`src/rtl/gua_pkg.sv`:
```
// Shared types for the stable ascending grade block.
`timescale 1ns / 1ps
`default_nettype none
package gua_pkg;

  localparam int unsigned ValueW = 32;
  localparam int unsigned PosW   = 6;

  // One stored element: its value and its arrival position.
  typedef struct packed {
    logic [ValueW-1:0] value;
    logic [PosW-1:0]   pos;
  } entry_t;

  // Per-cycle command broadcast to every cell of the chain.
  typedef struct packed {
    logic insert;  // place the broadcast element into the sorted row
    logic drain;   // shift the row one place toward cell 0
  } cell_ctrl_t;

endpackage
`default_nettype wire

```
`src/rtl/gua_cell.sv`:
```
// One cell of the insertion chain: holds one sorted entry.
`timescale 1ns / 1ps
`default_nettype none
module gua_cell (
  input  wire logic                clk,
  input  wire gua_pkg::cell_ctrl_t ctrl,
  input  wire gua_pkg::entry_t     new_entry,
  input  wire gua_pkg::entry_t     left_entry,
  input  wire logic                left_greater,
  input  wire gua_pkg::entry_t     right_entry,
  input  wire logic                occupied,
  input  wire logic                at_end,
  output gua_pkg::entry_t          entry,
  output logic                     greater
);

  gua_pkg::entry_t entry_r;
  gua_pkg::entry_t entry_nxt;

  // Strictly greater keeps ties in arrival order.
  assign greater = occupied &&
                   ($signed(entry_r.value) > $signed(new_entry.value));
  assign entry   = entry_r;

  // Pick the next content: shift in from either neighbor or take the new element
  always_comb begin
    entry_nxt = entry_r;
    if (ctrl.drain) begin
      entry_nxt = right_entry;
    end else if (ctrl.insert) begin
      if (left_greater) begin
        entry_nxt = left_entry;
      end else if (greater || at_end) begin
        entry_nxt = new_entry;
      end
    end
  end

  // Hold payload; no reset needed
  always_ff @(posedge clk) begin
    entry_r <= entry_nxt;
  end

endmodule
`default_nettype wire

```
`config.mk`:
```
export PLATFORM = sky130hd
export DESIGN_NAME = gua_cell
export DESIGN_NICKNAME = d
export VERILOG_FILES = /design/src/rtl/gua_pkg.sv /design/src/rtl/gua_cell.sv
export SDC_FILE = /design/constraint.sdc
export NUM_CORES = 1
export LEC_CHECK = 0
export ABC_CLOCK_PERIOD_IN_PS = 4900
export BUFFER_PORTS_ARGS = -buffer_cell sky130_fd_sc_hd__buf_2
export CAP_MARGIN = 20
export CORE_ASPECT_RATIO = 2
export CORE_MARGIN = 2
export CORE_UTILIZATION = 40
export CTS_CLUSTER_SIZE = 12
export DETAILED_ROUTE_END_ITERATION = 10
export GPL_ROUTABILITY_DRIVEN = 0
export HOLD_SLACK_MARGIN = 0.15
export PLACE_DENSITY = 0.84
export SYNTH_ARGS = -nofsm -noshare
export SYNTH_HDL_FRONTEND = slang
export SYNTH_SLANG_ARGS = --single-unit
```
`constraint.sdc`:
```
create_clock -name clk -period 4.9 [get_ports clk]
set_input_delay 0.735 -clock clk [delete_from_list [all_inputs] [get_ports clk]]
set_output_delay 0.735 -clock clk [all_outputs]
set_load 0.01 [all_outputs]
```
Yosys cells after proc, flatten, opt, wreduce, memory -nomap -nowiden
Index checks and enable logic that the tools add are counted.
{ "word_totals": {"register_bits": 38, "input_bits": 120, "output_inout_bits": 39, "wordCells": 12} }
{ "op_classes": {"n_lt_le_gt_ge": 1, "n_mux": 4, "reduce_logical": 5} }
{ "op_table": {"columns": ["operator", "count"], "rows": [
  ["$mux W38", 4],
  ["$gt A32 B32 Y1", 1],
  ["$reduce_bool A3 Y1", 1],
  ["$reduce_and A2 Y1", 1],
  ["$reduce_bool A2 Y1", 1],
  ["$logic_and A1 B1 Y1", 1],
  ["$logic_or A1 B1 Y1", 1]
]} }

Longest topological paths before layout
{ "depth": {"ltp_word": 7, "ltp_mapped": 8, "depth_no_buf": 8} }

Least setup slack after synthesis
Ideal clock, no wire load.
{ "synth_path": {"path_type": "input port to flip-flop", "from": "input port new_entry[20] (netlist bit)", "to": "register entry_r (netlist bit entry[0]) (enable)", "setup_ps": 491, "arrival_ps": 4698, "required_time_ps": 4409, "setup_slack_ps": -289, "path_stages": 7, "path_buffers": 0, "path_cell_list": "inv_1 > ha_1 > nand4_1 > a2111oi_0 > or3_1 > a21oi_2 > o31ai_1"} }
{ "synth_via": {"elab_chain_cells": 5} }
{ "synth_rtl": {"columns": ["item", "line_no", "rtl"], "rows": [
  ["from (decl)", "gua_cell.sv:7", "input wire gua_pkg::entry_t new_entry,"],
  ["$gt A32 B32 Y1", "gua_cell.sv:22", "($signed(entry_r.value) > $signed(new_entry.value));"],
  ["$logic_and A1 B1 Y1", "gua_cell.sv:21", "assign greater = occupied &&"],
  ["$logic_or A1 B1 Y1", "gua_cell.sv:33", "end else if (greater || at_end) begin"],
  ["$reduce_bool A3 Y1 (no source line)", null, null],
  ["$reduce_and A2 Y1 (no source line)", null, null],
  ["to (signal assigned)", "gua_cell.sv:41", "entry_r <= entry_nxt;"],
  ["to (decl)", "gua_cell.sv:17", "gua_pkg::entry_t entry_r;"]
]} }
Every way passes these cells.
A chain may end at the register's enable or synchronous reset.

Final worst setup path
{ "layout_path": {"from": "input port new_entry[20] (netlist bit)", "to": "output port greater"} }
{ "layout_via": {"elab_chain_cells": 2} }
{ "layout_rtl": {"columns": ["item", "line_no", "rtl"], "rows": [
  ["$gt A32 B32 Y1", "gua_cell.sv:22", null],
  ["$logic_and A1 B1 Y1", "gua_cell.sv:21", null],
  ["to (decl)", "gua_cell.sv:14", "output logic greater"]
]} }
Every way passes these cells.

==> impl_metrics.toml <==
[drt]
dr.pass1.iters = 4
wirelength_mm = 7.851
vias_per_cell = 5.142
vias = 2715
ant_nets = 0
drt-initial-drc-count = 91
drc = 0
wl_per_cell_um = 14.87

[worst_setup_path]
reg2reg_depth = 7
required_ps = 4160
r2r_end = "entry[15]"
critPathArrivalTime_ps = 2610
r2r_start = "entry[20]"
r2r_slack_ps = 2180
path_max_fanout = 3
end_kind = "output port"
critPathLaunch = "new_entry[20]"
worstSetupPathType = "in2out"
startpoint_type = "input pin"
cp-endpoint = "greater"

[floorplanning]
die_h_um = 121.4
chipWidth_um = 62.69
coreArea_mm2 = 0.006621
io_pins = 159
die-area_mm2 = 0.007608
rows = 42
start_util_pct = 41.61

[global_routing]
grt_pass1_wl_mm = 12.13
grt_pass1_vias = 2830
grt_start_max_net_pins = 78
met2_usage_pct = 43.08
antenna_found_initial = 0
top_usage_layer = "met2"
grtUsageTotal_pct = 20.69
grtUsageMet1_pct = 17.59
grt_overflow = 0
gr-usage-met3_pct = 3.247

[logic_synthesis]
synthCells = 285
synth_seq_cells = 38
ys_warn_count = 0
syn_nets = 437
synth_area_per_cell_um2 = 9.667
seq_area_frac_synth_pct = 41.42
synth_area_mm2 = 0.002755
synth.distinct_cells = 28

[sta]
clock.fmax_mhz = 298.9
slew_headroom_pct = 54.09
fin_tns_setup_ps = 0
worst_slew_pin_slew_ps = 688.7
period_minus_slack_ps = 3345
finClkSkew_ps = 5.097
rsz0062_at_grt = "false"
finalCritPeriodShare_pct = 68.27
slew_viol_final = 0
setup_violations = 0
hold_viol = 0

[layout]
multi_input_area_mm2 = 0.001453
final_util_pct = 57.22
n_antenna_cell = 0
regArea_mm2 = 0.001141
largest_register_ff_count = 38
final_area_mm2 = 0.003789
drive_gt1_share_pct = 39.32
nFillCells = 613
nNetsFinal = 592
area_growth_pct = 37.51

[clock_network]
clk_pin_slew_ps = 50
cts_tree = "built"
postCtsSetupRepairBufs = 0
postCtsHoldBufs = 0
cts_sinks = 38
cts_buffer_depth = 2
clock-root-buffer = "clkbuf_16"
cts.repair.resized = 0
htreeDepth = 2
insertion_delay_ps = 280
numCtsBuffers = 5

[power_and_ir_drop]
p_total_w = 0.001003
ir_worst_vdd_mv = 0.2193
power.leakage_nw = 2.001
power.density_mw_per_mm2 = 264.7

[status]
status = "completed"

[place]
port_buffers = 158
dpl.hpwl_mm = 6.307
dpl_cell_area_mm2 = 0.003633

[hold_path]
hp-class = "in2reg"

[flow_run]
maxCapViolations = 0
==> final cells by class <==
type	instances	area share (%)
multi-input combinational	201	38.34
sequential	38	30.12
timing repair buffer	161	21.80
clock buffer	5	3.303
inverter	33	3.269
tap	88	2.906
clock inverter	2	0.2642
==> layout by cell type (no fill, tap or decap) <==
cell type  synthesis  routed
buf_2              2     158
nand2_1           45      45
o21ai_1           40      40
mux2i_1           38      38
edfxtp_1          38      38
inv_1             33      33
ha_1              32      32
a21oi_1           11      11
nand4_1            7       7
clkbuf_16          0       5
nand3_1            4       4
nor4_1             3       3
a21oi_2            3       3
nor2_1             3       3
a21o_1             2       2
nor3_1             2       2
clkinv_2           0       2
buf_4              0       2
nand4_2            1       1
o21ai_0            1       1
a221o_1            1       1
nor2b_1            1       1
o211ai_1           1       1
a2111oi_0          1       1
or3_1              1       1
a221oi_1           1       1
o2111ai_1          1       1
o21a_1             1       1
o31ai_4            0       1
buf_12             0       1
==> critical path: stages <==
cell	delay, ps
buf_2	100
inv_1	40
ha_1	330
a21oi_2	150
nand2_1	70
a221o_1	340
or3_1	410
a21oi_2	220
nor3_1	70
buf_2	140
==> synth_stat cells (all sizes together) <==
library cell | count | area (um^2)
a221oi | 1 | 8.760
a2111oi | 1 | 8.760
nor2b | 1 | 6.260
buf | 4 | 17.52
a21o | 2 | 15.01
nor3 | 2 | 10.01
a221o | 1 | 10.01
nor4 | 3 | 18.77
o31ai | 1 | 7.510
nand4 | 8 | 56.30
ha | 32 | 400.4
a21oi | 14 | 81.33
mux2i | 38 | 380.4
clkbuf | 9 | 33.78
nand3 | 4 | 20.02
nor2 | 3 | 11.26
o211ai | 1 | 7.510
inv | 33 | 123.9
or3 | 1 | 6.260
edfxtp | 38 | 1141
o21a | 1 | 7.510
o21ai | 41 | 205.2
nand2 | 45 | 168.9
o2111ai | 1 | 8.760
==> power breakdown <==
part	switching, W	internal [W]
clock	0.000117	0.000183
combinational	0.000153	0.000128
sequential	0.0000175	0.000404
==> layer usage <==
metal | vias to the layer above | wire length (um)
met5 | - | 0
met4 | 0 | 259
met3 | 19 | 323
met2 | 108 | 4724
met1 | 1253 | 2544
li1 | 1335 | -
==> logic make-up after synthesis <==
logic type,synth area share (%)
fa+ha+maj,14.53
simple gates,10.81
compound gates,13.08
buf+inv,6.358
flops,41.42
mux,13.81
==> per-stage QoR <==
| step | worst slack, ps | hold slack (ps) | instances |
|---|---|---|---|
| floorplan | 882.8 | 928.5 | 285 |
| global placement | 1591 | 1016 | 520 |
| detailed placement | 1548 | 1027 | 520 |
| CTS | 1539 | 737.6 | 527 |
| global route | 1411 | 744.7 | 528 |
| finish | 1555 | 744.4 | 528 |
==> how the worst min path moves through the flow <==
stage | depth (start not counted) | startpoint | slack [ps] | end
after floorplan | 2 | right_entry[35] | 930 | entry[35]
after global placement | 3 | right_entry[21] | 1020 | entry[21]
after detailed placement | 3 | right_entry[14] | 1030 | entry[14]
after CTS | 3 | right_entry[14] | 740 | entry[14]
after global routing | 3 | right_entry[30] | 740 | entry[30]
final | 3 | right_entry[14] | 740 | entry[14]
No activity file was read; power rests on OpenSTA's default activity.
